File: src/rtl/gsa_pkg.sv
// ----------------------------------------------------------------------------
// gsa_pkg
// Shared types and constants for the GSA sentence parser.
// ----------------------------------------------------------------------------
package gsa_pkg;

  localparam int NUM_SLOTS   = 12;
  localparam int SLOT_IDX_W  = (NUM_SLOTS > 1) ? $clog2(NUM_SLOTS) : 1;
  localparam int POS_W       = 5;
  localparam int QUEUE_DEPTH = 2;
  localparam int QPTR_W      = $clog2(QUEUE_DEPTH);

  // field positions within a sentence
  localparam logic [POS_W-1:0] POS_SEL       = POS_W'(1);
  localparam logic [POS_W-1:0] POS_FIX       = POS_W'(2);
  localparam logic [POS_W-1:0] POS_SAT_FIRST = POS_W'(3);
  localparam logic [POS_W-1:0] POS_PDOP      = POS_W'(3 + NUM_SLOTS);
  localparam logic [POS_W-1:0] POS_HDOP      = POS_W'(4 + NUM_SLOTS);
  localparam logic [POS_W-1:0] POS_VDOP      = POS_W'(5 + NUM_SLOTS);

  localparam logic [SLOT_IDX_W-1:0] LAST_SLOT = SLOT_IDX_W'(NUM_SLOTS - 1);

  localparam logic [7:0] CH_COMMA = 8'h2C;
  localparam logic [7:0] CH_STAR  = 8'h2A;
  localparam logic [7:0] CH_DOT   = 8'h2E;
  localparam logic [7:0] CH_ZERO  = 8'h30;
  localparam logic [7:0] CH_NINE  = 8'h39;

  localparam logic [19:0] FIX_LIMIT = 20'd15;
  localparam logic [19:0] SAT_LIMIT = 20'd1023;
  localparam logic [19:0] DOP_LIMIT = 20'd65535;

  typedef enum logic {
    CMD_CHAR  = 1'b0,
    CMD_QUERY = 1'b1
  } cmd_t;

  typedef enum logic {
    JOB_SENTENCE = 1'b0,
    JOB_QUERY    = 1'b1
  } job_kind_t;

  typedef logic [NUM_SLOTS-1:0][9:0] slots_t;

  // one queued request: a snapshot of the stores plus what to report
  typedef struct packed {
    job_kind_t   kind;
    logic        hit;
    logic [7:0]  sel;
    logic [3:0]  fix;
    logic [15:0] pdop;
    logic [15:0] hdop;
    logic [15:0] vdop;
    slots_t      slots;
  } job_t;

  typedef struct packed {
    logic full;
    logic empty;
  } q_status_t;

endpackage

File: src/rtl/gsa_in_if.sv
// ----------------------------------------------------------------------------
// gsa_in_if
// Input channel: sentence characters and satellite queries.
// ----------------------------------------------------------------------------
interface gsa_in_if;
  logic       valid;
  logic       ready;
  logic       command;
  logic [7:0] char_byte;
  logic       first_of_sentence;
  logic       end_of_sentence;
  logic [9:0] sat_query;

  modport source (output valid, command, char_byte, first_of_sentence, end_of_sentence,
                  sat_query, input ready);
  modport sink (input valid, command, char_byte, first_of_sentence, end_of_sentence,
                sat_query, output ready);
endinterface

File: src/rtl/gsa_out_if.sv
// ----------------------------------------------------------------------------
// gsa_out_if
// Result channel: slot reports and query answers.
// ----------------------------------------------------------------------------
interface gsa_out_if;
  logic        valid;
  logic        ready;
  logic [7:0]  selection_char;
  logic [3:0]  fix_mode;
  logic [3:0]  slot_index;
  logic [9:0]  sat_number;
  logic [15:0] pdop;
  logic [15:0] hdop;
  logic [15:0] vdop;
  logic        query_hit;
  logic        last_of_run;

  modport source (output valid, selection_char, fix_mode, slot_index, sat_number, pdop,
                  hdop, vdop, query_hit, last_of_run, input ready);
  modport sink (input valid, selection_char, fix_mode, slot_index, sat_number, pdop,
                hdop, vdop, query_hit, last_of_run, output ready);
endinterface

File: src/rtl/gsa_front.sv
// ----------------------------------------------------------------------------
// gsa_front
// Character parser: splits fields, accumulates numbers, updates the stores and
// queues a snapshot request on sentence end or query.
// ----------------------------------------------------------------------------
module gsa_front import gsa_pkg::*; (
  input  logic      clk,
  input  logic      rst_n,
  gsa_in_if.sink    in_ch,
  input  q_status_t q_status,
  output logic      push,
  output job_t      push_job
);

  logic [POS_W-1:0] pos_r, pos_nxt;
  logic             empty_r, empty_nxt;
  logic             stopped_r, stopped_nxt;
  logic [15:0]      acc_r, acc_nxt;
  logic             point_r, point_nxt;
  logic [1:0]       frac_r, frac_nxt;
  logic             done_r, done_nxt;
  logic [7:0]       sel_r, sel_nxt;
  logic [3:0]       fix_r, fix_nxt;
  slots_t           slots_r, slots_nxt;
  logic [15:0]      pdop_r, pdop_nxt;
  logic [15:0]      hdop_r, hdop_nxt;
  logic [15:0]      vdop_r, vdop_nxt;

  logic accept;
  logic hit;

  assign in_ch.ready = !q_status.full;
  assign accept      = in_ch.valid && in_ch.ready;

  always_comb begin
    logic [7:0]  c;
    logic        digit;
    logic        is_dop;
    logic [19:0] d;
    logic [19:0] acc10;
    logic [19:0] v;
    c      = in_ch.char_byte;
    digit  = (c >= CH_ZERO) && (c <= CH_NINE);
    d      = 20'(c[3:0]);
    v      = '0;
    acc10  = '0;
    is_dop = 1'b0;

    pos_nxt     = pos_r;
    empty_nxt   = empty_r;
    stopped_nxt = stopped_r;
    acc_nxt     = acc_r;
    point_nxt   = point_r;
    frac_nxt    = frac_r;
    done_nxt    = done_r;
    sel_nxt     = sel_r;
    fix_nxt     = fix_r;
    slots_nxt   = slots_r;
    pdop_nxt    = pdop_r;
    hdop_nxt    = hdop_r;
    vdop_nxt    = vdop_r;

    if (accept && in_ch.command == CMD_CHAR) begin
      if (in_ch.first_of_sentence) begin
        pos_nxt     = '0;
        done_nxt    = 1'b0;
        empty_nxt   = 1'b1;
        stopped_nxt = 1'b0;
        acc_nxt     = '0;
        point_nxt   = 1'b0;
        frac_nxt    = '0;
      end
      is_dop = (pos_nxt >= POS_PDOP) && (pos_nxt <= POS_VDOP);
      acc10  = ({4'b0, acc_nxt} << 3) + ({4'b0, acc_nxt} << 1);
      if (!done_nxt) begin
        if (c == CH_COMMA || (c == CH_STAR && pos_nxt == POS_VDOP)) begin
          // close the field and commit its value
          if (pos_nxt == POS_SEL) begin
            if (empty_nxt) sel_nxt = CH_COMMA;
          end else if (pos_nxt == POS_FIX) begin
            fix_nxt = acc_nxt[3:0];
          end else if (is_dop) begin
            if (!empty_nxt) begin
              if (pos_nxt == POS_PDOP) pdop_nxt = acc_nxt;
              else if (pos_nxt == POS_HDOP) hdop_nxt = acc_nxt;
              else vdop_nxt = acc_nxt;
            end
          end
          for (int k = 0; k < NUM_SLOTS; k++) begin
            if (pos_nxt == POS_SAT_FIRST + POS_W'(k)) slots_nxt[k] = acc_nxt[9:0];
          end
          if (pos_nxt >= POS_VDOP) done_nxt = 1'b1;
          else pos_nxt = pos_nxt + POS_W'(1);
          empty_nxt   = 1'b1;
          stopped_nxt = 1'b0;
          acc_nxt     = '0;
          point_nxt   = 1'b0;
          frac_nxt    = '0;
        end else begin
          if (pos_nxt == POS_SEL && empty_nxt) sel_nxt = c;
          empty_nxt = 1'b0;
          if (pos_nxt >= POS_FIX && !stopped_nxt) begin
            if (is_dop) begin
              if (digit) begin
                if (!point_nxt) v = acc10 + d * 20'd100;
                else if (frac_nxt == 2'd0) v = {4'b0, acc_nxt} + d * 20'd10;
                else if (frac_nxt == 2'd1) v = {4'b0, acc_nxt} + d;
                else v = {4'b0, acc_nxt};
                if (point_nxt && frac_nxt != 2'd2) frac_nxt = frac_nxt + 2'd1;
                if (v > DOP_LIMIT) v = DOP_LIMIT;
                acc_nxt = v[15:0];
              end else if (c == CH_DOT && !point_nxt) begin
                point_nxt = 1'b1;
              end else begin
                stopped_nxt = 1'b1;
              end
            end else begin
              if (digit) begin
                v = acc10 + d;
                if (pos_nxt == POS_FIX) begin
                  if (v > FIX_LIMIT) v = FIX_LIMIT;
                end else begin
                  if (v > SAT_LIMIT) v = SAT_LIMIT;
                end
                acc_nxt = v[15:0];
              end else begin
                stopped_nxt = 1'b1;
              end
            end
          end
        end
      end
    end
  end

  always_comb begin
    hit = 1'b0;
    for (int k = 0; k < NUM_SLOTS; k++) begin
      if (slots_r[k] == in_ch.sat_query) hit = 1'b1;
    end
  end

  // a query leaves the stores alone, so the next values serve both cases
  assign push = accept && (in_ch.command == CMD_QUERY || in_ch.end_of_sentence);
  always_comb begin
    push_job.kind  = (in_ch.command == CMD_QUERY) ? JOB_QUERY : JOB_SENTENCE;
    push_job.hit   = hit;
    push_job.sel   = sel_nxt;
    push_job.fix   = fix_nxt;
    push_job.pdop  = pdop_nxt;
    push_job.hdop  = hdop_nxt;
    push_job.vdop  = vdop_nxt;
    push_job.slots = slots_nxt;
  end

  always_ff @(posedge clk) begin
    if (!rst_n) begin
      pos_r     <= '0;
      empty_r   <= 1'b1;
      stopped_r <= 1'b0;
      acc_r     <= '0;
      point_r   <= 1'b0;
      frac_r    <= '0;
      done_r    <= 1'b0;
      sel_r     <= '0;
      fix_r     <= '0;
      slots_r   <= '0;
      pdop_r    <= '0;
      hdop_r    <= '0;
      vdop_r    <= '0;
    end else begin
      pos_r     <= pos_nxt;
      empty_r   <= empty_nxt;
      stopped_r <= stopped_nxt;
      acc_r     <= acc_nxt;
      point_r   <= point_nxt;
      frac_r    <= frac_nxt;
      done_r    <= done_nxt;
      sel_r     <= sel_nxt;
      fix_r     <= fix_nxt;
      slots_r   <= slots_nxt;
      pdop_r    <= pdop_nxt;
      hdop_r    <= hdop_nxt;
      vdop_r    <= vdop_nxt;
    end
  end

endmodule

File: src/rtl/gsa_fifo.sv
// ----------------------------------------------------------------------------
// gsa_fifo
// Short request queue between the parser and the result sequencer.
// ----------------------------------------------------------------------------
module gsa_fifo import gsa_pkg::*; (
  input  logic      clk,
  input  logic      rst_n,
  input  logic      push,
  input  job_t      push_job,
  input  logic      pop,
  output job_t      head_job,
  output q_status_t status
);

  job_t              mem_r [QUEUE_DEPTH];
  logic [QPTR_W-1:0] wr_ptr_r, wr_ptr_nxt;
  logic [QPTR_W-1:0] rd_ptr_r, rd_ptr_nxt;
  logic [QPTR_W:0]   count_r, count_nxt;

  assign status.full  = (count_r == (QPTR_W+1)'(QUEUE_DEPTH));
  assign status.empty = (count_r == '0);
  assign head_job     = mem_r[rd_ptr_r];

  always_comb begin
    wr_ptr_nxt = wr_ptr_r;
    rd_ptr_nxt = rd_ptr_r;
    count_nxt  = count_r;
    if (push) begin
      wr_ptr_nxt = (wr_ptr_r == QPTR_W'(QUEUE_DEPTH - 1)) ? '0 : wr_ptr_r + QPTR_W'(1);
    end
    if (pop) begin
      rd_ptr_nxt = (rd_ptr_r == QPTR_W'(QUEUE_DEPTH - 1)) ? '0 : rd_ptr_r + QPTR_W'(1);
    end
    if (push && !pop) count_nxt = count_r + (QPTR_W+1)'(1);
    else if (pop && !push) count_nxt = count_r - (QPTR_W+1)'(1);
  end

  always_ff @(posedge clk) begin
    if (push) mem_r[wr_ptr_r] <= push_job;
  end

  always_ff @(posedge clk) begin
    if (!rst_n) begin
      wr_ptr_r <= '0;
      rd_ptr_r <= '0;
      count_r  <= '0;
    end else begin
      wr_ptr_r <= wr_ptr_nxt;
      rd_ptr_r <= rd_ptr_nxt;
      count_r  <= count_nxt;
    end
  end

`ifndef SYNTHESIS
  a_no_push_full: assert property (@(posedge clk) disable iff (!rst_n)
    push |-> !status.full || pop) else $error("request pushed into a full queue");
  a_no_pop_empty: assert property (@(posedge clk) disable iff (!rst_n)
    pop |-> !status.empty) else $error("request popped from an empty queue");
`endif

endmodule

File: src/rtl/gsa_back.sv
// ----------------------------------------------------------------------------
// gsa_back
// Result sequencer: walks the slots of a queued sentence request, or answers a
// query, into the output register.
// ----------------------------------------------------------------------------
module gsa_back import gsa_pkg::*; (
  input  logic      clk,
  input  logic      rst_n,
  input  job_t      head_job,
  input  q_status_t q_status,
  output logic      pop,
  gsa_out_if.source out_ch
);

  logic [SLOT_IDX_W-1:0] cnt_r, cnt_nxt;
  logic                  out_valid_r, out_valid_nxt;
  logic [7:0]            sel_r;
  logic [3:0]            fix_r;
  logic [3:0]            slot_r;
  logic [9:0]            sat_r;
  logic [15:0]           pdop_r, hdop_r, vdop_r;
  logic                  hit_r, last_r;
  logic                  load;
  logic                  is_query;

  assign is_query = (head_job.kind == JOB_QUERY);
  assign load     = (!out_valid_r || out_ch.ready) && !q_status.empty;
  // drop the request once its final result is loaded
  assign pop      = load && (is_query || cnt_r == LAST_SLOT);

  always_comb begin
    cnt_nxt       = cnt_r;
    out_valid_nxt = out_valid_r;
    if (out_ch.ready) out_valid_nxt = 1'b0;
    if (load) begin
      out_valid_nxt = 1'b1;
      if (!is_query) cnt_nxt = (cnt_r == LAST_SLOT) ? '0 : cnt_r + SLOT_IDX_W'(1);
    end
  end

  always_ff @(posedge clk) begin
    if (!rst_n) begin
      cnt_r       <= '0;
      out_valid_r <= 1'b0;
    end else begin
      cnt_r       <= cnt_nxt;
      out_valid_r <= out_valid_nxt;
    end
  end

  always_ff @(posedge clk) begin
    if (load) begin
      sel_r  <= head_job.sel;
      fix_r  <= head_job.fix;
      pdop_r <= head_job.pdop;
      hdop_r <= head_job.hdop;
      vdop_r <= head_job.vdop;
      if (is_query) begin
        slot_r <= '0;
        sat_r  <= '0;
        hit_r  <= head_job.hit;
        last_r <= 1'b1;
      end else begin
        slot_r <= 4'(cnt_r);
        sat_r  <= head_job.slots[cnt_r];
        hit_r  <= 1'b0;
        last_r <= (cnt_r == LAST_SLOT);
      end
    end
  end

  assign out_ch.valid          = out_valid_r;
  assign out_ch.selection_char = sel_r;
  assign out_ch.fix_mode       = fix_r;
  assign out_ch.slot_index     = slot_r;
  assign out_ch.sat_number     = sat_r;
  assign out_ch.pdop           = pdop_r;
  assign out_ch.hdop           = hdop_r;
  assign out_ch.vdop           = vdop_r;
  assign out_ch.query_hit      = hit_r;
  assign out_ch.last_of_run    = last_r;

`ifndef SYNTHESIS
  a_mid_run_sentence: assert property (@(posedge clk) disable iff (!rst_n)
    cnt_r != '0 |-> !q_status.empty && !is_query)
    else $error("slot walk in progress without a sentence request at the head");
  a_hit_single: assert property (@(posedge clk) disable iff (!rst_n)
    out_valid_r && hit_r |-> last_r && slot_r == '0 && sat_r == '0)
    else $error("query answer is not a single bare result");
`endif

endmodule

File: src/rtl/nmea_gsa_sentence_parser.sv
// ----------------------------------------------------------------------------
// nmea_gsa_sentence_parser
// GSA sentence parser: characters in, twelve slot reports per sentence end,
// one answer per satellite query.
// ----------------------------------------------------------------------------
// Channel  Dir  Handshake        Payload
// in_ch    in   valid / ready    command, char_byte, first/end flags, sat_query
// out_ch   out  valid / ready    selection, fix, slot, sat, DOPs, hit, last
//
// Accepts one character per cycle while in_ch.ready holds; the parser updates its
// stores in that cycle. A sentence end yields NUM_SLOTS results, a query one. The
// sequencer emits one result per cycle while out_ch.ready holds; a two-deep
// request queue sits between. in_ch.ready drops only while that queue is full.
// Reset is synchronous, active low, and clears all stores to zero.
// ----------------------------------------------------------------------------
module nmea_gsa_sentence_parser import gsa_pkg::*; (
  input  logic      clk,
  input  logic      rst_n,
  gsa_in_if.sink    in_ch,
  gsa_out_if.source out_ch
);

  logic      push;
  logic      pop;
  job_t      push_job;
  job_t      head_job;
  q_status_t q_status;

  gsa_front u_front (
    .clk      (clk),
    .rst_n    (rst_n),
    .in_ch    (in_ch),
    .q_status (q_status),
    .push     (push),
    .push_job (push_job)
  );

  gsa_fifo u_fifo (
    .clk      (clk),
    .rst_n    (rst_n),
    .push     (push),
    .push_job (push_job),
    .pop      (pop),
    .head_job (head_job),
    .status   (q_status)
  );

  gsa_back u_back (
    .clk      (clk),
    .rst_n    (rst_n),
    .head_job (head_job),
    .q_status (q_status),
    .pop      (pop),
    .out_ch   (out_ch)
  );

endmodule

File: src/flat_wrapper.sv
// flat-port wrapper written by rule: the top's interface ports become plain ports
module nmea_gsa_sentence_parser_flat import gsa_pkg::*;
  (clk, rst_n, in_ch_valid, in_ch_command, in_ch_char_byte, in_ch_first_of_sentence, in_ch_end_of_sentence, in_ch_sat_query, in_ch_ready, out_ch_valid, out_ch_selection_char, out_ch_fix_mode, out_ch_slot_index, out_ch_sat_number, out_ch_pdop, out_ch_hdop, out_ch_vdop, out_ch_query_hit, out_ch_last_of_run, out_ch_ready);
  gsa_in_if in_ch_i ();
  gsa_out_if out_ch_i ();
  input  logic clk;
  input  logic rst_n;
  input wire logic [$bits(in_ch_i.valid)-1:0] in_ch_valid;
  input wire logic [$bits(in_ch_i.command)-1:0] in_ch_command;
  input wire logic [$bits(in_ch_i.char_byte)-1:0] in_ch_char_byte;
  input wire logic [$bits(in_ch_i.first_of_sentence)-1:0] in_ch_first_of_sentence;
  input wire logic [$bits(in_ch_i.end_of_sentence)-1:0] in_ch_end_of_sentence;
  input wire logic [$bits(in_ch_i.sat_query)-1:0] in_ch_sat_query;
  output wire logic [$bits(in_ch_i.ready)-1:0] in_ch_ready;
  output wire logic [$bits(out_ch_i.valid)-1:0] out_ch_valid;
  output wire logic [$bits(out_ch_i.selection_char)-1:0] out_ch_selection_char;
  output wire logic [$bits(out_ch_i.fix_mode)-1:0] out_ch_fix_mode;
  output wire logic [$bits(out_ch_i.slot_index)-1:0] out_ch_slot_index;
  output wire logic [$bits(out_ch_i.sat_number)-1:0] out_ch_sat_number;
  output wire logic [$bits(out_ch_i.pdop)-1:0] out_ch_pdop;
  output wire logic [$bits(out_ch_i.hdop)-1:0] out_ch_hdop;
  output wire logic [$bits(out_ch_i.vdop)-1:0] out_ch_vdop;
  output wire logic [$bits(out_ch_i.query_hit)-1:0] out_ch_query_hit;
  output wire logic [$bits(out_ch_i.last_of_run)-1:0] out_ch_last_of_run;
  input wire logic [$bits(out_ch_i.ready)-1:0] out_ch_ready;
  assign in_ch_i.valid = in_ch_valid;
  assign in_ch_i.command = in_ch_command;
  assign in_ch_i.char_byte = in_ch_char_byte;
  assign in_ch_i.first_of_sentence = in_ch_first_of_sentence;
  assign in_ch_i.end_of_sentence = in_ch_end_of_sentence;
  assign in_ch_i.sat_query = in_ch_sat_query;
  assign in_ch_ready = in_ch_i.ready;
  assign out_ch_valid = out_ch_i.valid;
  assign out_ch_selection_char = out_ch_i.selection_char;
  assign out_ch_fix_mode = out_ch_i.fix_mode;
  assign out_ch_slot_index = out_ch_i.slot_index;
  assign out_ch_sat_number = out_ch_i.sat_number;
  assign out_ch_pdop = out_ch_i.pdop;
  assign out_ch_hdop = out_ch_i.hdop;
  assign out_ch_vdop = out_ch_i.vdop;
  assign out_ch_query_hit = out_ch_i.query_hit;
  assign out_ch_last_of_run = out_ch_i.last_of_run;
  assign out_ch_i.ready = out_ch_ready;
  nmea_gsa_sentence_parser u_core (.clk(clk), .rst_n(rst_n), .in_ch(in_ch_i), .out_ch(out_ch_i));
endmodule
File: config.mk
export PLATFORM = sky130hd
export DESIGN_NAME = nmea_gsa_sentence_parser_flat
export DESIGN_NICKNAME = d
export VERILOG_FILES = /design/src/rtl/gsa_pkg.sv /design/src/rtl/gsa_in_if.sv /design/src/rtl/gsa_out_if.sv /design/src/rtl/gsa_front.sv /design/src/rtl/gsa_fifo.sv /design/src/rtl/gsa_back.sv /design/src/rtl/nmea_gsa_sentence_parser.sv /design/src/flat_wrapper.sv
export SDC_FILE = /design/constraint.sdc
export NUM_CORES = 1
export LEC_CHECK = 0
export ABC_AREA = 1
export BUFFER_PORTS_ARGS = -buffer_cell sky130_fd_sc_hd__buf_2
export CAP_MARGIN = 20
export CORE_UTILIZATION = 59
export CTS_BUF_LIST = sky130_fd_sc_hd__clkbuf_8
export CTS_CLUSTER_DIAMETER = 200
export DETAILED_ROUTE_END_ITERATION = 12
export MAX_ROUTING_LAYER = met4
export PLACE_DENSITY = 0.79
export SLEW_MARGIN = 25
export SYNTH_ARGS = -nofsm -noshare
export SYNTH_HDL_FRONTEND = slang
export SYNTH_HIERARCHICAL = 1
export SYNTH_SLANG_ARGS = --single-unit
File: constraint.sdc
create_clock -name clk -period 11.34 [get_ports clk]
set_input_delay 3.402 -clock clk [delete_from_list [all_inputs] [get_ports clk]]
set_output_delay 3.402 -clock clk [all_outputs]
set_load 0.005 [all_outputs]
# Yosys cells after proc, flatten, opt, wreduce, memory -nomap -nowiden
# Memories as Yosys holds them, arrays and structs flattened. A register that Yosys moved wholly into a read port is not among the register bits.
# Index checks and enable logic that the tools add are counted.
# W data, S select, Z words.
dict set report totals {
  regBits 292
  mem_bits_rw 364
  n_memories 1
}
# name depth word_bits rd rd_ports_with_merged_regs wr line
set mem_list {}
lappend mem_list {u_core.u_fifo.mem_r 2 182 1 1 1 gsa_fifo.sv:15} ;# job_t mem_r [QUEUE_DEPTH];
dict set report classes {
  add_sub_neg 12
  mul 2
  order_cmp 10
  eq_ne 36
  muxes 138
  bitwise 2
  n_reduce_logical 30
}
# op count
set ops {}
lappend ops {{$mux W16} 38}
lappend ops {{$mux W120} 3}
lappend ops {{$mux W20} 7}
lappend ops {{$mux W10} 13}
lappend ops {{$eq A10 B10 Y1} 12}
lappend ops {{$mux W8} 6}
lappend ops {{$mux W1} 47}
lappend ops {{$bmux W10 S4} 1}
lappend ops {{$eq A5 B4 Y1 const B} 8}
lappend ops {{$mux W17} 2}
lappend ops {{$mux W5} 5}
lappend ops {{$eq A8 B6 Y1 const B} 3}
lappend ops {{$mux W4} 6}
lappend ops {{$add A19 B17 Y20} 1}
lappend ops {{$add A20 B11 Y20} 1}
lappend ops {{$add A20 B4 Y20} 1}
lappend ops {{$eq A5 B3 Y1 const B} 4}
lappend ops {{$gt A20 B10 Y1 const B} 1}
lappend ops {{$gt A20 B16 Y1 const B} 1}
lappend ops {{$gt A20 B4 Y1 const B} 1}
lappend ops {{$mux W2} 10}
lappend ops {{$add A16 B4 Y17} 1}
lappend ops {{$add A16 B8 Y17} 1}
lappend ops {{$logic_and A1 B1 Y1} 14}
lappend ops {{27 further kinds} 43}

# Longest topological paths before layout
# Gate-level depths: netlist (run 1).
dict set report depth {
  depth_word 22
  ltp_mapped 38
  mapped_depth_nobuf 34
}

# Modules after synthesis
# The synthesis (run 1) kept the hierarchy.
# module instances cells_per_inst area_per_inst_um2 seq_area_each_um2
set by_module_without_submodules {}
lappend by_module_without_submodules {gsa_front 1 2515 15329.7 4144.0}
lappend by_module_without_submodules {gsa_fifo 1 601 13475.4 11030.6}
lappend by_module_without_submodules {gsa_back 1 535 4297.9 2382.3}

# Least setup slack after synthesis (run 1)
# Ideal clock, no wire load.
dict set report synth_path {
  path_type {input -> register}
  startpoint {in in_ch_valid}
  endpoint {mem u_core/u_fifo/mem_r[0][0] in the netlist's numbering (enable)}
  setup_ns 0.728
  arrival_time_ns 11.269
  required_ns 10.612
  slack_ns -0.657
  cell_stages 4
  path_cell_list {nand2_1 -> nor2_1 -> inv_1 -> nor2_1}
}
dict set report synth_via {
  elab_chain_cells 4
}
# item line
set synth_rtl {}
lappend synth_rtl {{from (decl)} flat_wrapper.sv:8} ;# input wire logic [$bits(in_ch_i.valid)-1:0] in_ch_valid;
lappend synth_rtl {{$logic_and A1 B1 Y1} gsa_front.sv:33} ;# assign accept = in_ch.valid && in_ch.ready;
lappend synth_rtl {{$logic_and A1 B1 Y1} gsa_front.sv:144} ;# assign push = accept && (in_ch.command == CMD_QUERY || in_ch.end_of_sentence);
lappend synth_rtl {{via u_core.push} nmea_gsa_sentence_parser.sv:23} ;# logic push;
lappend synth_rtl {{$mux W1} gsa_fifo.sv:39} ;# if (push) mem_r[wr_ptr_r] <= push_job;
lappend synth_rtl {{$mux W1 (not written as such)} gsa_fifo.sv:39}
lappend synth_rtl {{to (decl)} gsa_fifo.sv:15}
# The timed path passes the listed nets, and every way through them passes these cells.

# Worst setup path after layout (run 1)
dict set report layout_path {
  startpoint {in in_ch_first_of_sentence}
  endpoint {reg u_core.u_front.acc_r[5]}
}
dict set report layout_via {
  elab_chain_cells 19
}
# item line
set layout_rtl {}
lappend layout_rtl {{from (decl)} flat_wrapper.sv:11} ;# input wire logic [$bits(in_ch_i.first_of_sentence)-1:0] in_ch_first_of_sentence;
lappend layout_rtl {{branches (longest 18 deep; another with $add A19 B17 Y20)} -}
lappend layout_rtl {{$mux W16 *} gsa_front.sv:75} ;# if (!done_nxt) begin
lappend layout_rtl {{to (signal assigned)} gsa_front.sv:175} ;# acc_r <= acc_nxt;
lappend layout_rtl {{to (decl)} gsa_front.sv:18} ;# logic [15:0] acc_r, acc_nxt;
# Mark *: on every way between the ends. The select of a mux whose other input is x is not followed.
# A chain may end at the register's enable or synchronous reset.

==> reports/results.txt, run 1 <==
Residual DRC count: 0
Synth top area share: 39.9%
Number of flops mapped to enable cells by yosys: 440
HP Class: reg -> reg
Syn Nets: 3725
Leak: 15.8 nW
TritonCTS Sinks: 657
Core footprint: 0.0553 mm^2
Clock Skews: 34.1 ps
Total power: 0.00636 W
R2r startpoint: u_core/u_fifo/count_r[1]$_SDFFE_PN0P_
Post-route antenna net violation count: 0
Synthesized area: 0.0331 mm^2
Final min period: 7780 ps
Effective utilization at floorplan: 59.9%
H-Tree Depth: 3
Vias in the first global route: 24295
Gr usage total: 32.8%
Post-CTS resize count: 0
Synth top cells by count: nand2_1 (900), inv_1 (525), edfxtp_1 (440), nor2_1 (262), dfxtp_1 (217)
Status: finished, final reports clean
Starting DRT DRC Count: 2781
Mean Syn Cell Area: 9.07 um^2
Max Root-Sink Buffers: 3
Slew @ Worst Pin: 1120 ps
Vias per cell: 5.68
Global route overflow: 0
1st-pass router iterations: 6
Dpl hpwl: 61300 um
Hold Path Cell Cnt: 2
Final hold violation count: 0
Final Cycle Share: 68.6%
Number of synthesis warnings: 6
TritonCTS clock tree: yes
Synthesized instance count: 3651
Post-synth ARST share: 0%
Hold path startpoint: u_core/u_front/vdop_r[7]$_SDFF_PN0_
Filler Cell Count: 4558
IR drop worst, VDD: 0.000139 V
# hold bufs at CTS: 0
Synth top area cells: edfxtp_1 (40%), dfxtp_1 (13%), nand2_1 (10%)
CP Capture Type: flip-flop
GR Layer Usage met2: 51.2%
Die area: 0.0571 mm^2
Final setup viols: 0
Critical Path Start Type: input pin
Max-cap violations: 0
Vias: 25947
Synth-to-Final Area Change: 8.12%
Routed wire length per instance: 19.9 um
Slowest-stage cell, CP: inv_1
Number of setup buffers added after CTS: 0
Die X: 239 um
Leading cell type by number of instances after synthesis: nand2_1
Post-synth top flop: edfxtp_1
CP max stage delay: 550 ps
RSZ-0062 raised after global routing: no
IO Count: 103
Dominant cell type by area after synthesis: edfxtp_1
Worst Setup SP: in_ch_first_of_sentence
Yosys reg bits: 657
Data required, critical path: 11910 ps
GR peak layer: met2
Share of cells above drive strength 1: 14.6%
Die Y: 239 um
Clk slew on worst S/H paths: 60 ps
Port Buf Inserts: 102
TritonCTS Buffers: 101
Later-pin clock latency in the skew report: 730 ps
Core Util, Final: 64.7%
Sequential area share after synthesis: 53.0%
Slew Limit Headroom: 25.1%
Setup TNS: 0 ps
Final max-slew violation count: 0
Gpl congestion: 0.994
CP Max Fanout: 39
Antenna violations before repair: 3
DRT Wirelength: 90800 um
Met1 usage: 43.6%
Peak Freq: 129 MHz
Cell Pwr Density: 178 mW/mm^2
R2R depth: 12
CP most frequent cell: nand2_1
Synth unique cells: 60
CTS root buffer: clkbuf_8
Grt met3 use: 5.64%
WP data arrival: 8350 ps
Row cnt: 86
First-pass GRT wire length: 138000 um
Largest net degree at the start of global routing: 123
Type of the worst setup path: in -> reg
Net total in the final layout: 3796
-- final timing paths --
check	to	slack (ps)
min	u_core/u_front/vdop_r[7]$_SDFF_PN0_	470
max	u_core/u_front/acc_r[5]$_SDFFE_PN0P_	3560
max reg2reg	u_core/u_fifo/mem_r[1][97]$_DFFE_PP_	6010
min reg2reg	u_core/u_front/vdop_r[7]$_SDFF_PN0_	470
-- metrics by stage --
| step | std cells | setup slack [ps] | hold slack [ps] | area [um^2] |
|---|---|---|---|---|
| 2_1_floorplan | 3651 | 2440 | 443 | 33100 |
| 3_3_place_gp | 4367 | 3100 | 453 | 33800 |
| 3_5_place_dp | 4367 | 2970 | 457 | 33800 |
| 4_1_cts | 4557 | 3710 | 468 | 35800 |
| 5_1_grt | 4562 | 3210 | 482 | 35800 |
| 6_report | 4565 | 3560 | 473 | 35800 |
-- cell type report --
cell class              instances  area (um^2)  area share [%]
well taps                     748          936            2.61
flip-flops and latches        657        17600            49.1
repair buffers                122          661            1.85
inverters                     542         2060            5.75
clock inverters                73          374            1.05
multi-input cells            2298        12600            35.1
diodes                          8         20.0          0.0559
clock buffers                 117         1610            4.50
-- where the power goes --
group	internal, W	leakage [nW]	switching (W)
clock network	0.000988	1.17	0.000924
logic	0.000500	8.69	0.000904
registers	0.00293	5.96	0.000119
total	0.00441	15.8	0.00195
-- cell families (layout without fill, tap and decap cells) --
group,count (synthesis),count (layout),synth area share (%)
AND/OR/NAND/NOR,1536,1536,19.8
adder cells (fa/ha/maj),49,49,1.92
buffers and inverters,696,854,9.04
multiplexers,182,182,6.19
AO/OA/AOI/OAI,460,460,8.15
XOR/XNOR,71,71,1.88
flip-flops,657,657,53.0
other,0,8,0
-- per-layer routing --
layer	routed length [um]	share of wire, %	vias up
met4	2720	3.0	0
met3	8670	9.5	210
li1	-	-	12213
met2	42100	46	1317
met5	0	0	-
met1	37300	41	12207
-- cell usage in the layout, fill, tap and decap left out, types with 46 or more instances in the layout --
cell type	netlist	final
buf_2	26	102
a21oi_1	194	194
o21ai_0	107	107
a211oi_1	80	80
clkbuf_8	17	117
ha_1	46	46
mux2_2	182	182
nand2_1	900	899
nand3_1	184	184
edfxtp_1	440	440
dfxtp_1	217	214
inv_1	525	566
nor2_1	262	261
-- registers in the layout, indices dropped and copies added (netlist names), 5 cells and up, named ones only --
signal / flops
u_core/u_front/acc_r: 16
u_core/u_back/out_ch.pdop: 16
u_core/u_back/out_ch.selection_char: 8
u_core/u_fifo/mem_r: 364
u_core/u_front/slots_r: 120
u_core/u_back/out_ch.sat_number: 10
u_core/u_front/pos_r: 5
u_core/u_front/hdop_r: 16
u_core/u_front/sel_r: 8
u_core/u_front/vdop_r: 16
u_core/u_front/pdop_r: 16
u_core/u_back/out_ch.hdop: 16
u_core/u_back/out_ch.vdop: 16
-- worst max-delay path: cells and delay by family --
family | cells | cell delay [ps]
AO/OA/AOI/OAI | 2 | 170
adder cells (fa/ha/maj) | 3 | 970
buffers and inverters | 4 | 1180
AND/OR/NAND/NOR | 24 | 2610
Power figures use the tool's default switching activity.
==> inputs of run 2 (changes only) <==
- ABC_AREA: 1 -> 0
- CORE_UTILIZATION: 59 -> 60
- PLACE_DENSITY: 0.79 -> 0.77
- clock period: 11.34 -> 7.5 ns (I/O delays scaled with it)
==> run 2 against run 1 <==
Net effect: routed wire length decreased by 17%; sequential power rose by 52%; utilization is 2.1 points higher; clock power up 58%; register-to-register slack got worse by 3700 ps; critical path depth is 11 lower; clock skew rose by 19 ps; synthesized cell count fell by 29%; flip-flop and latch count is the same; clock-buffer cell count is 6 higher; critical endpoint is now u_core/u_front/acc_r[11]$_SDFFE_PN0P_.
==> reports/results.txt, run 2 <==
Synth unique cells: 85
Non-filler instance count after layout: 3429
Largest regs: u_core/u_fifo/mem_r: 364 flops, u_core/u_front/slots_r: 120 flops
H-Tree Depth: 3
Final min period: 6270 ps
Cell Pwr Density: 279 mW/mm^2
WP data arrival: 6810 ps
Post-CTS resize count: 0
Clk network pwr share: 32.1%
Most frequent cells in the layout: edfxtp_1 (440), nand2_1 (260), dfxtp_1 (215), o21ai_0 (213), mux2_2 (208)
CP most frequent cell: ha_1
Delay-heaviest family, CP: compound AO/OA/AOI/OAI gates
Most common cell after layout, fill and taps aside: edfxtp_1
Max Root-Sink Buffers: 3
Synthesized instance count: 2589
TritonCTS Buffers: 102
Post-synth ARST share: 0%
Type of the worst setup path: in -> reg
Antenna violations before repair: 5
Number of flops mapped to enable cells by yosys: 440
Slew @ Worst Pin: 1140 ps
Vias per cell: 6.03
Post-synth top flop: edfxtp_1
Met1 wire length: 32200 um
Effective utilization at floorplan: 60.8%
Filler Cell Count: 3703
Die Y: 228 um
Synth top area cells: edfxtp_1 (43%), dfxtp_1 (14%), mux2_2 (7.7%)
Routed met3 length: 5950 um
Row cnt: 82
Peak Freq: 160 MHz
Die X: 228 um
Vias: 20681
Synth-to-Final Area Change: 9.78%
Synth top cells by count: edfxtp_1 (440), nand2_1 (262), dfxtp_1 (217), o21ai_0 (213), mux2_2 (208)
Net total in the final layout: 2742
Leak: 12.0 nW
Routed wire length per instance: 22.0 um
Slowest-stage cell, CP: or4b_1
Sequential area share after synthesis: 57.4%
Leading cell type by number of instances after synthesis: edfxtp_1
Final hold violation count: 0
Detailed route wirelength on metal2: 35400 um
TritonCTS clock tree: yes
Combinational power share: 18.4%
Clock Skews: 53.4 ps
CP max stage delay: 470 ps
Clk slew on worst S/H paths: 70 ps
Global route overflow: 0
Sequential Power Share: 49.5%
Number of setup buffers added after CTS: 0
Gr usage total: 29.8%
CTS root buffer: clkbuf_8
Synth top area share: 43.2%
R2r setup slk: 2290 ps
Sw Ratio: 26.8%
IR drop worst, VDD: 0.000206 V
1st-pass router iterations: 5
Max Used Layer: met4
Status: finished, final reports clean
Buf/Inv on CP: 3
Net switching power: 0.00251 W
Later-pin clock latency in the skew report: 720 ps
Pint: 0.00685 W
Final setup viols: 0
Most flops, register: u_core/u_fifo/mem_r
Largest net degree at the start of global routing: 99
TritonCTS Sinks: 657
Dpl hpwl: 48400 um
Vias in the first global route: 20049
Synthesized area: 0.0306 mm^2
Port Buf Inserts: 102
CP Max Fanout: 8
IO Count: 103
Starting DRT DRC Count: 2216
Yosys reg bits: 657
# hold bufs at CTS: 0
CP Capture Type: flip-flop
Final max-slew violation count: 0
Max-cap violations: 0
Post-route antenna net violation count: 0
First-pass GRT wire length: 116000 um
RSZ-0062 raised after global routing: no
DRT Wirelength: 75400 um
Residual DRC count: 0
Core footprint: 0.0503 mm^2
Data required, critical path: 8040 ps
Slew Limit Headroom: 23.8%
Share of cells above drive strength 1: 19.0%
Critical Path Start Type: input pin
Die area: 0.0519 mm^2
Number of synthesis warnings: 6
Cells along the critical path: buf_2 > inv_1 > nand2_1 > inv_1 > ha_1 > ha_1 > nor2_1 > o31ai_1 > a21oi_2 > mux2_2 > or2_2 > ha_1 > o21ai_0 > a211oi_1 > o21ai_0 > nand2b_1 > nand3_1 > or4b_1 > a21oi_1 > o2111ai_1 > a2111oi_0 > o31ai_1
Syn Nets: 2663
Inst Count DP: 3235
HP Class: reg -> reg
Mean Syn Cell Area: 11.8 um^2
Dominant cell type by area after synthesis: edfxtp_1
Setup TNS: 0 ps
Final Cycle Share: 83.5%
Gpl congestion: 0.952
Max FFs per register: 364
run 2: changes by cell type after synthesis, sizes merged, moves of 61 or more:
cell    delta
nand2    -664
inv      -485
nor2     -202
and2     +187
nand3    -147
a21oi    -131
xnor2    +116
o21ai     +98
a211oi    -61
run 2: per-stage QoR:
| step | utilization, % | area (um^2) | power [W] | worst slack (ps) | hold slack, ps |
|---|---|---|---|---|---|
| final | 66.8 | 33600 | 0.00937 | 1230 | 508 |
| after global routing | 66.8 | 33600 | 0.00972 | 861 | 531 |
| after CTS | 66.7 | 33500 | 0.00942 | 1320 | 504 |
| after detailed placement | 62.5 | 31400 | 0.00643 | 614 | 494 |
| after global placement | 62.5 | 31400 | 0.00640 | 645 | 472 |
| after floorplan | - | 30600 | 0.00589 | 27.0 | 457 |
run 2: layout make-up:
| class | count | area (um^2) | area share [%] |
|---|---|---|---|
| clock buffer | 123 | 1690 | 5.04 |
| sequential | 657 | 17600 | 52.3 |
| multi-input combinational | 1711 | 12000 | 35.7 |
| inverter | 52 | 195 | 0.581 |
| clock inverter | 68 | 420 | 1.25 |
| tap | 672 | 841 | 2.50 |
| antenna | 2 | 5.00 | 0.0149 |
| timing repair buffer | 144 | 866 | 2.58 |
run 2: routing by layer:
layer,track usage (%),vias to the layer above
li1,-,9486
met1,40.2,10200
met2,46.4,882
met3,4.90,113
met4,9.14,0
met5,-,-
run 2: power by group through the flow:
stage               combinational [W]  clock [W]  sequential [W]
floorplan                     0.00123          0         0.00466
global placement              0.00170          0         0.00470
detailed placement            0.00172          0         0.00471
CTS                           0.00173    0.00305         0.00464
global route                  0.00184    0.00321         0.00468
finish                        0.00173    0.00301         0.00463
run 2: cells by family (layout without fill, tap and decap cells):
kind of cell,Yosys count,count (layout),share of synthesized area (%)
adders and majority gates,54,54,2.24
DFF,657,657,57.4
xor gates and xnor gates,189,189,5.41
other,0,2,0
muxes,262,262,10.0
AOI/OAI and AO/OA,444,444,8.77
buffers and inverters,221,387,3.46
and+or+nand+nor,762,762,12.7
run 2: worst paths after layout:
check,from,endpoint,cells after the start
hold / removal,u_core/u_front/empty_r$_SDFFE_PN1P_,u_core/u_front/empty_r$_SDFFE_PN1P_,2
hold reg to reg,u_core/u_front/empty_r$_SDFFE_PN1P_,u_core/u_front/empty_r$_SDFFE_PN1P_,2
setup / recovery,in_ch_first_of_sentence,u_core/u_front/acc_r[11]$_SDFFE_PN0P_,22
setup reg to reg,u_core/u_front/acc_r[2]$_SDFFE_PN0P_,u_core/u_front/acc_r[11]$_SDFFE_PN0P_,20
run 2: worst reg2reg max path, cell delays in order (launching register included):
cell and delay (ps):
dfxtp_1 700, nand2b_1 150, inv_1 100, ha_1 200
ha_1 320, nor2_1 70, o31ai_1 280, a21oi_2 160
mux2_2 300, or2_2 330, ha_1 340, o21ai_0 90
a211oi_1 240, o21ai_0 160, nand2b_1 160, nand3_1 100
or4b_1 470, a21oi_1 220, o2111ai_1 160, a2111oi_0 400
o31ai_1 110
